--- config.mk ---
export PLATFORM = sky130hd
export DESIGN_NAME = utf16_to_utf8_transcoder_top
export DESIGN_NICKNAME = d
export VERILOG_FILES = /design/src/design/u16u8_pkg.sv /design/src/design/utf16_to_utf8_transcoder_top.sv
export SDC_FILE = /design/constraint.sdc
export NUM_CORES = 1
export LEC_CHECK = 0
export BUFFER_PORTS_ARGS = -buffer_cell sky130_fd_sc_hd__buf_2
export CAP_MARGIN = 5
export CORE_AREA = 2 2 107 109
export DETAILED_ROUTE_END_ITERATION = 8
export DIE_AREA = 0 0 109 111
export GPL_TIMING_DRIVEN = 0
export PLACE_DENSITY = 0.8
export SLEW_MARGIN = 10
export SYNTH_ARGS = -nofsm -noshare
export SYNTH_HDL_FRONTEND = slang
export SYNTH_SLANG_ARGS = --single-unit
--- constraint.sdc ---
create_clock -name clk -period 9.4 [get_ports clk]
set_input_delay 0.94 -clock clk [delete_from_list [all_inputs] [get_ports clk]]
set_output_delay 0.94 -clock clk [all_outputs]
set_load 0.02 [all_outputs]
--- src/design/u16u8_pkg.sv ---
package u16u8_pkg;

  localparam logic [15:0] SURR_LO     = 16'hd800;
  localparam logic [15:0] SURR_HI     = 16'hdfff;
  localparam logic [15:0] LOW_SURR_LO = 16'hdc00;
  localparam logic [20:0] SUPP_BASE   = 21'h10000;
  localparam logic [20:0] MAX_1BYTE   = 21'h7f;
  localparam logic [20:0] MAX_2BYTE   = 21'h7ff;
  localparam logic [20:0] MAX_3BYTE   = 21'hffff;
  localparam logic [7:0]  LEAD_2BYTE  = 8'hc0;
  localparam logic [7:0]  LEAD_3BYTE  = 8'he0;
  localparam logic [7:0]  LEAD_4BYTE  = 8'hf0;
  localparam logic [7:0]  CONT_BYTE   = 8'h80;

  localparam logic [15:0] CAP_RESET   = 16'd256;

  // Bytes one code unit can produce: four encoded bytes plus the NUL.
  localparam int RUN_MAX = 5;
  localparam int CNT_W   = $clog2(RUN_MAX + 1);

  typedef logic [7:0] byte_t;

  // Pending output run, drained one word per cycle from slot 0 while m_tready is high.
  typedef struct packed {
    byte_t [RUN_MAX-1:0] bytes;
    logic [CNT_W-1:0]    cnt;
    logic                has_nul;
    logic [15:0]         total;
  } run_t;

endpackage

--- src/design/utf16_to_utf8_transcoder_top.sv ---
// UTF-16 to UTF-8 transcoder. Each input word is one UTF-16 code unit; a high
// surrogate followed by a low surrogate forms one supplementary code point,
// and every complete code point leaves as a run of 1 to 4 UTF-8 bytes, one
// byte per output word, with tlast on the final byte of the run. A zero unit
// or a unit with s_tlast set ends the string: a NUL word follows, flagged on
// tuser and carrying the byte count of the string. Lone low surrogates and
// broken pairs are dropped. Once a code point plus the NUL would overflow
// cfg capacity, the rest of the string is discarded; a capacity of zero
// emits nothing. Rate: with m_tready held high, units that yield zero or one
// output word flow at one unit per cycle; a unit that yields more than one
// output word (NUL included) holds the input while the output run register
// drains them one word per cycle, and the next unit is taken on the cycle its
// last word leaves. Write the capacity only while the block is idle.
module utf16_to_utf8_transcoder_top
  import u16u8_pkg::*;
(
  input  logic        clk,
  input  logic        rst,
  // configuration: output capacity in bytes, terminator included
  input  logic        cfg_wen,
  input  logic [15:0] cfg_wdata,
  // input stream
  input  logic        s_tvalid,
  output logic        s_tready,
  input  logic [15:0] s_tdata,   // [15:0] code_unit
  input  logic        s_tlast,   // end_of_source
  // output stream
  output logic        m_tvalid,
  input  logic        m_tready,
  output logic [23:0] m_tdata,   // [7:0] out_byte, [23:8] byte_total
  output logic        m_tlast,   // run_last
  output logic        m_tuser    // string_done
);

  // String state
  logic [15:0] capacity;
  logic        awaiting_low, awaiting_low_next;
  logic [20:0] partial_point, partial_point_next;
  logic [15:0] bytes_written, bytes_written_next;
  logic        output_full, output_full_next;

  run_t run, run_next;

  logic        accept, pop;
  logic [15:0] unit;
  logic        is_surr, is_high, is_low;
  logic        have_cp;
  logic [20:0] cp;
  logic [2:0]  len;
  logic        fits, emit, term, emit_nul;
  logic [17:0] need;
  byte_t [3:0] enc;
  logic [2:0]  nb;

  assign unit   = s_tdata;
  assign pop    = m_tvalid && m_tready;
  // Take a new word when the run register is empty or frees up this cycle.
  assign s_tready = (run.cnt == '0) || (run.cnt == CNT_W'(1) && m_tready);
  assign accept = s_tvalid && s_tready;

  assign is_surr = (unit >= SURR_LO) && (unit <= SURR_HI);
  assign is_low  = (unit >= LOW_SURR_LO) && (unit <= SURR_HI);
  assign is_high = is_surr && !is_low;

  // Surrogate pairing and code point assembly
  always_comb begin
    have_cp            = 1'b0;
    cp                 = '0;
    awaiting_low_next  = awaiting_low;
    partial_point_next = partial_point;
    if (unit != 16'd0) begin
      if (!awaiting_low) begin
        if (!is_surr) begin
          cp      = {5'd0, unit};
          have_cp = 1'b1;
        end else if (is_high) begin
          partial_point_next = {1'b0, unit[9:0], 10'd0} + SUPP_BASE;
          awaiting_low_next  = 1'b1;
        end
      end else begin
        awaiting_low_next = 1'b0;
        if (is_low) begin
          cp      = partial_point | {11'd0, unit[9:0]};
          have_cp = 1'b1;
        end
      end
    end
  end

  // Length, capacity check and byte encoding
  always_comb begin
    if (cp <= MAX_1BYTE)      len = 3'd1;
    else if (cp <= MAX_2BYTE) len = 3'd2;
    else if (cp <= MAX_3BYTE) len = 3'd3;
    else                      len = 3'd4;
  end

  assign need = {2'b00, bytes_written} + {15'd0, len} + 18'd1;
  assign fits = need <= {2'b00, capacity};

  always_comb begin
    enc = '0;
    case (len)
      3'd1: enc[0] = cp[7:0];
      3'd2: begin
        enc[0] = LEAD_2BYTE | {3'd0, cp[10:6]};
        enc[1] = CONT_BYTE  | {2'd0, cp[5:0]};
      end
      3'd3: begin
        enc[0] = LEAD_3BYTE | {4'd0, cp[15:12]};
        enc[1] = CONT_BYTE  | {2'd0, cp[11:6]};
        enc[2] = CONT_BYTE  | {2'd0, cp[5:0]};
      end
      default: begin
        enc[0] = LEAD_4BYTE | {5'd0, cp[20:18]};
        enc[1] = CONT_BYTE  | {2'd0, cp[17:12]};
        enc[2] = CONT_BYTE  | {2'd0, cp[11:6]};
        enc[3] = CONT_BYTE  | {2'd0, cp[5:0]};
      end
    endcase
  end

  always_comb begin
    emit               = have_cp && !output_full && fits;
    output_full_next   = output_full || (have_cp && !output_full && !fits);
    bytes_written_next = emit ? bytes_written + {13'd0, len} : bytes_written;
    nb                 = emit ? len : 3'd0;
    term               = (unit == 16'd0) || s_tlast;
    emit_nul           = term && (bytes_written_next < capacity);
  end

  // Build the next run: encoded bytes first, then zeros, so the NUL falls in
  // place right after the last encoded byte.
  always_comb begin
    run_next = run;
    if (pop) begin
      for (int k = 0; k < RUN_MAX - 1; k++) run_next.bytes[k] = run.bytes[k+1];
      run_next.bytes[RUN_MAX-1] = 8'd0;
      run_next.cnt = run.cnt - CNT_W'(1);
    end
    if (accept) begin
      for (int k = 0; k < RUN_MAX; k++) begin
        if (k < 4 && 3'(k) < nb) run_next.bytes[k] = enc[k[1:0]];
        else                     run_next.bytes[k] = 8'd0;
      end
      run_next.cnt     = CNT_W'(nb) + CNT_W'(emit_nul);
      run_next.has_nul = emit_nul;
      run_next.total   = bytes_written_next;
    end
  end

  always_ff @(posedge clk) begin
    if (rst) begin
      capacity      <= CAP_RESET;
      awaiting_low  <= 1'b0;
      partial_point <= '0;
      bytes_written <= '0;
      output_full   <= 1'b0;
    end else begin
      if (cfg_wen) capacity <= cfg_wdata;
      if (accept) begin
        if (term) begin
          // string ends: drop any pending surrogate and start fresh
          awaiting_low  <= 1'b0;
          partial_point <= '0;
          bytes_written <= '0;
          output_full   <= 1'b0;
        end else begin
          awaiting_low  <= awaiting_low_next;
          partial_point <= partial_point_next;
          bytes_written <= bytes_written_next;
          output_full   <= output_full_next;
        end
      end
    end
  end

  // Run register: reset the count only; the payload needs no reset
  always_ff @(posedge clk) begin
    if (rst) begin
      run.cnt <= '0;
    end else begin
      run.cnt <= run_next.cnt;
    end
    run.bytes   <= run_next.bytes;
    run.has_nul <= run_next.has_nul;
    run.total   <= run_next.total;
  end

  // Drive the output word from slot 0 of the run
  assign m_tvalid = run.cnt != '0;
  assign m_tlast  = run.cnt == CNT_W'(1);
  assign m_tuser  = m_tlast && run.has_nul;
  assign m_tdata  = {(m_tuser ? run.total : 16'd0), run.bytes[0]};

  // No new word while a multi-byte run still drains
  a_hold_input: assert property (@(posedge clk) disable iff (rst)
    (run.cnt > CNT_W'(1)) |-> !s_tready)
    else $error("input taken while run still draining");

  // Run never exceeds four bytes plus the terminator
  a_run_bound: assert property (@(posedge clk) disable iff (rst)
    run.cnt <= CNT_W'(RUN_MAX))
    else $error("run count out of range");

  // Terminator closes its run and is a zero byte
  a_nul_last: assert property (@(posedge clk) disable iff (rst)
    (m_tvalid && m_tuser) |-> (m_tlast && m_tdata[7:0] == 8'd0))
    else $error("terminator not last or not zero");

  // Byte count is zero on all but the terminator
  a_total_zero: assert property (@(posedge clk) disable iff (rst)
    (m_tvalid && !m_tuser) |-> (m_tdata[23:8] == 16'd0))
    else $error("byte_total set on a data byte");

  // A word with results leaves a non-empty run behind
  a_load: assert property (@(posedge clk) disable iff (rst)
    (accept && (nb != 3'd0 || emit_nul)) |=> m_tvalid)
    else $error("accepted word produced no run");

endmodule
* Yosys cells after proc, flatten, opt, wreduce, memory -nomap -nowiden
Cells that the tools add are included.
Storage, ports and cells: logic and storage cells 101, input port bits 38, output and inout bits 28, flip-flop bits (word level) 107
Cells by class: magnitude comparators 12, add/subtract/negate cells 6, reductions and logical operators 29, bitwise operators 1, equality and inequality tests 5, multiplexer cells 36
Operators with widths (count):
- $mux W21 | 8
- $mux W16 | 4
- $mux W52 | 1
- $pmux W8 S3 | 2
- $mux W8 | 5
- $mux W35 | 1
- $ge A16 B16 Y1 const B | 2
- $add A20 B17 Y21 const B | 1
- $le A21 B11 Y1 const B | 1
- $le A21 B16 Y1 const B | 1
- $le A21 B7 Y1 const B | 1
- $or A21 B10 Y21 | 1
- $add A17 B1 Y18 const B | 1
- $le A18 B16 Y1 | 1
- $add A16 B3 Y17 | 1
- $add A16 B3 Y16 | 1
- $le A16 B16 Y1 const B | 1
- $logic_not A16 Y1 | 1
- $lt A16 B16 Y1 | 1
- $pmux W8 S2 | 1
- $reduce_bool A16 Y1 | 1
- $mux W3 | 4
- $logic_and A1 B1 Y1 | 11
- $mux W1 | 10
- 16 further kinds | 27

* Logic depth before layout (Yosys ltp)
depth in word-level cells 18, depth in mapped cells 40

* Worst setup path after synthesis
No wires, ideal clock.
path type input -> register, from input port s_tdata[6], to register run[18] (netlist name), setup time 128 ps, arrival 7249 ps, buffers on the path 3, stages on the path 39, setup slack 2024 ps, path through inv_1 > ha_1 > nor4b_1 > and4_4 > o21bai_4 > nor2_1 > nor2_1 > nor2_1 > ha_1 > a21o_1 > maj3_1 > and2_1 > clkbuf_1 > nand2_1 > xnor2_1 > ha_1 > nand3_1 > nor3_1 > [... 3 more ...] > buf_6 > buf_2 > nor3_1 > xor2_1 > ha_1 > a21oi_1 > o21ai_0 > nand2_1 > nand4_1 > nor3_1 > nand3_1 > o211ai_1 > ha_1 > ha_1 > nand2_1 > o211ai_1 > o21ai_0 > nor2_1
Between the ends: word-level cells in the longest chain between the ends 18
Ends and longest elaborated chain:
- start, declared | line utf16_to_utf8_transcoder_top.sv:25 | input logic [15:0] s_tdata,
- $ge A16 B16 Y1 (tied with other cells) | line utf16_to_utf8_transcoder_top.sv:61 | assign is_surr = (unit >= SURR_LO) && (unit <= SURR_HI);
- $logic_and A1 B1 Y1 (on tied branches) | line utf16_to_utf8_transcoder_top.sv:61, utf16_to_utf8_transcoder_top.sv:62
- $mux W16 or $mux W21 (tied branches) | line utf16_to_utf8_transcoder_top.sv:73, utf16_to_utf8_transcoder_top.sv:82
- $mux W21 | line utf16_to_utf8_transcoder_top.sv:72 | if (!awaiting_low) begin
- $mux W21 | line utf16_to_utf8_transcoder_top.sv:71 | if (unit != 16'd0) begin
- $le A21 B16 Y1 | line utf16_to_utf8_transcoder_top.sv:94 | else if (cp <= MAX_3BYTE) len = 3'd3;
- $mux W3 | line utf16_to_utf8_transcoder_top.sv:94
- $mux W3 | line utf16_to_utf8_transcoder_top.sv:93 | else if (cp <= MAX_2BYTE) len = 3'd2;
- [... 4 more ...]
- $logic_and A1 B1 Y1 | line utf16_to_utf8_transcoder_top.sv:124 | emit = have_cp && !output_full && fits;
- $mux W16 (*) | line utf16_to_utf8_transcoder_top.sv:126 | bytes_written_next = emit ? bytes_written + {13'd0, len} : bytes_written;
- named net bytes_written_next[5] | line utf16_to_utf8_transcoder_top.sv:39 | logic [15:0] bytes_written, bytes_written_next;
- $lt A16 B16 Y1 (*) | line utf16_to_utf8_transcoder_top.sv:129 | emit_nul = term && (bytes_written_next < capacity);
- $logic_and A1 B1 Y1 (*) | line utf16_to_utf8_transcoder_top.sv:129
- named net emit_nul | line utf16_to_utf8_transcoder_top.sv:50 | logic fits, emit, term, emit_nul;
- $add A3 B1 Y3 (*) | line utf16_to_utf8_transcoder_top.sv:146 | run_next.cnt = CNT_W'(nb) + CNT_W'(emit_nul);
- $mux W52 (*) | line utf16_to_utf8_transcoder_top.sv:141 | if (accept) begin
- end, declared | line utf16_to_utf8_transcoder_top.sv:42 | run_t run, run_next;
Mark *: on every way through the listed nets, which the timed path passes. The rest lies on a longest branch. A chain may end at the register's enable or synchronous reset.

* Worst setup path in the final report
from input port s_tdata[13], to register run[19] (netlist name)
Same word-level chain as after synthesis.

==> run summary <==
Once detailed placement completed, the half-perimeter wirelength came to 14000 microns. The number of inserted filler cells in the final layout is 940. The share of synthesized area occupied by flip-flops and latches is 36.51%. The clock-pin slew reported for the worst setup and hold paths after clock tree synthesis came out at 0.07 ns. The maximum clock frequency came out at 0.1124 GHz. The leakage power of the design is 2.968 nW. The met3 global-route usage is 7.113%. The die height came out at 111 microns. The count of antenna-violating nets left after detailed routing is 0.

The number of endpoints failing setup at the final stage came out at 0. Headroom to the max-slew limit came out at 44.39%. The library cells used most frequently in the layout, excluding fill and tap cells, are nand2_1, buf_2, nor2_1, dfxtp_1, edfxtp_1. The cell count after synthesis came out at 714. The setup skew after layout is 0.008942 ns.

The top fanout value on the critical path came out at 10. The clock tree buffer depth came out at 2. The number of warnings reported in the yosys synthesis log came out at 0. The via count of the first global-routing pass is 5637. The met2 global-route usage came out at 45.76%. The final standard cell count with taps included and fillers excluded came out at 935.

The number of enable-type register cells in the synthesized netlist came out at 46. The hold violation total from the final report is 0. The weighted congestion at the end of routability-driven global placement came out at 1.016. Counting tap cells, the placed design contains a total of 919 instances.

The synthesis-stage register bit count came out at 94. The data arrival time at the worst-slack endpoint came out at 9.20 ns. The clock latency on the worst-skew pair came out at 0.36 ns. The total number of clock tree sinks came out at 94. Setup repair after global routing left no endpoint under its margin. Before antenna repair, the detailed router went through 5 iterations. In the synthesized netlist the dominant register cell turns out to be dfxtp_1. Summed over all layers, the global routing overflow is 0. The distinct cell type count of the synthesized netlist came out at 77. Broken down by cell family, the worst path's largest delay share belongs to simple AND/OR/NAND/NOR gates. In this run, CTS created clock tree buffers numbering 9. For this block, the routed nets add up to 18440 microns of wire. The async set-or-reset flop fraction in the synthesized netlist is 0%. IR analysis of the VDD net gives a maximum drop of 0.0001725 V. The worst path needs 8.898 ns of the cycle, external delays included. For met1 alone, demand over resource in global routing was 46.35%. The type of the tightest min-delay check is flip-flop to flip-flop. The flow ran to the end, and the final reports show no timing, DRC or antenna violations. The required time of the worst setup path came out at 9.70 ns. The post-route clock period utilization is 94.66%. The buffering stage count on the worst path with inverters included came out at 7.

The global routing stage identified its most utilized layer as met1. The share of post-route cells with drive strength above 1 is 16.29%. The transition time at the pin with the least slew margin came out at 0.8266 ns. The die span in x came out at 109 microns. The biggest cell delay along the critical path is 0.70 ns. The overall global routing resource usage is 31.88%. For this block, the initial DRC count from the detailed router was 544. The number of buffer cells added on primary ports came out at 62.

Leaving out fill and tap cells, the most frequent cell in the layout is nand2_1. The area growth from synthesis to layout is 12.40%. The die area came out at 0.01210 sq mm. The overall via count from detail_route is 5886. The power per cell area came out at 200.7 mW/mm^2. The worst setup path is captured at a flip-flop. The number of antenna diodes in the final layout is 0. The number of max-cap violations came out at 0. Summing every instance area after synthesis gives 0.006416 sq mm. The worst setup path is launched from a primary input. For this configuration, the core starts out at a cell density of 57.92%. The worst setup path is of the primary input to flip-flop kind. The mean area per synthesized cell came out at 8.986 sq um. In the final design database the tool counted 868 nets. The initial antenna violation count came out at 0. The setup slack after layout came out at 0.5020 ns. For this design, the slowest cell found on the critical path is nor4_1.

TritonCTS built the clock tree. In the routed layout, each cell is associated on average with a via count of 6.295. The max-slew violation count came out at 0. Counting stages on the worst path, the most repeated cell is ha_1. After routing, the total negative slack on setup checks comes to 0 ns. The row count is 39. The area of all placed cells without fillers came out at 0.007212 sq mm. The boundary pin count is 66. The per-cell routed wire length came out at 19.72 microns.

The buffer type at the clock tree root is clkbuf_16. OpenSTA, run right after detailed placement, puts the worst setup slack at 0.2208 ns. The count of hold buffers inserted by post-cts repair came out at 0. Once placement finished, the instance area stood at 0.006905 sq mm. The global-route wire length before repair is 29770 microns.

The number of remaining DRC errors is 0. The core area is 0.01108 sq mm. The H-tree depth came out at 3. The pin count of the biggest net entering global routing came out at 35. The net count after synthesis is 795.
==> worst reg2reg max path: cells and delay by family, from the launching register on <==
kind                       cells  cell delay (ns)
and+or+nand+nor               13             2.40
buffers and inverters          7             1.51
adders and majority gates      7             2.12
AOI/OAI and AO/OA              5             1.49
DFF                            1             0.30
xor gates and xnor gates       2             0.60
==> final cells by class <==
cell class	instances	area, sq um	area share (%)
Buffer	54	271.5	3.765
Inverter	38	142.6	1.978
Tap cell	143	178.9	2.481
Clock buffer	12	279.0	3.869
Clock inverter	4	25.02	0.3470
Sequential cell	94	2342	32.48
Multi-Input combinational cell	528	3662	50.78
Timing Repair Buffer	62	310.3	4.303
==> worst paths after layout <==
path                         endpoint                      start  slack (ns)  cells after the start
max              run[19]$_SDFFE_PP0P_                s_tdata[13]        0.50                     34
max reg2reg      run[19]$_SDFFE_PP0P_  awaiting_low$_SDFFE_PP0P_        0.90                     34
min reg2reg  capacity[2]$_SDFFE_PP0P_   capacity[2]$_SDFFE_PP0P_        0.50                      2
min          capacity[2]$_SDFFE_PP0P_   capacity[2]$_SDFFE_PP0P_        0.50                      2
==> layer usage <==
metal,share of wire [%],up-vias
li1,-,2754
met3,10,41
met1,44,2811
met5,0,-
met2,44,280
met4,2.5,0
==> power breakdown <==
part	internal, mW	switching, mW
Combinational	0.168	0.312
Sequential	0.555	0.0315
Clock	0.212	0.169
==> cell families (layout without fill, tap and decap cells) <==
logic type / count (synthesis) / after routing / share of synthesized area, %
adders and majority gates: 47 / 47 / 9.243
AOI/OAI and AO/OA: 153 / 153 / 17.55
muxes: 27 / 27 / 4.251
DFF: 94 / 94 / 36.51
and+or+nand+nor: 269 / 269 / 21.63
xor gates and xnor gates: 32 / 32 / 4.368
buffers and inverters: 92 / 170 / 6.455
==> cells in the mapped netlist, types with 14 or more instances <==
master | n | area share, %
nor3_1 | 14 | 1.1
o21ai_0 | 27 | 2.1
ha_1 | 41 | 8.0
nand3_1 | 24 | 1.9
nand2_1 | 77 | 4.5
a21oi_1 | 29 | 2.3
nand4_1 | 17 | 1.7
dfxtp_1 | 48 | 15
inv_1 | 36 | 2.1
mux2i_1 | 25 | 3.9
and3_1 | 20 | 2.0
clkbuf_1 | 29 | 1.7
xnor2_1 | 25 | 3.4
nor2_1 | 65 | 3.8
edfxtp_1 | 46 | 22
==> state kept, by name (all words and copies together), names as in the netlist <==
signal	cells
run	41
output_full	1
m_tdata	8
bytes_written	16
partial_point	11
capacity	16
awaiting_low	1
==> per-stage QoR <==
stage	utilization (%)	power [mW]	hold WS, ns
floorplan	-	0.9145	0.4567
global placement	62.34	1.044	0.4782
detailed placement	62.34	1.068	0.4836
CTS	65.09	1.441	0.5012
global route	65.11	1.516	0.5252
finish	65.11	1.447	0.4969
==> repair_timing <==
item,CTS,global route
endpoints found under the hold margin,0,0
buffers inserted,0,0
setup endpoints to repair,0,2
resized for setup,0,1
Power figures use the tool's default switching activity.
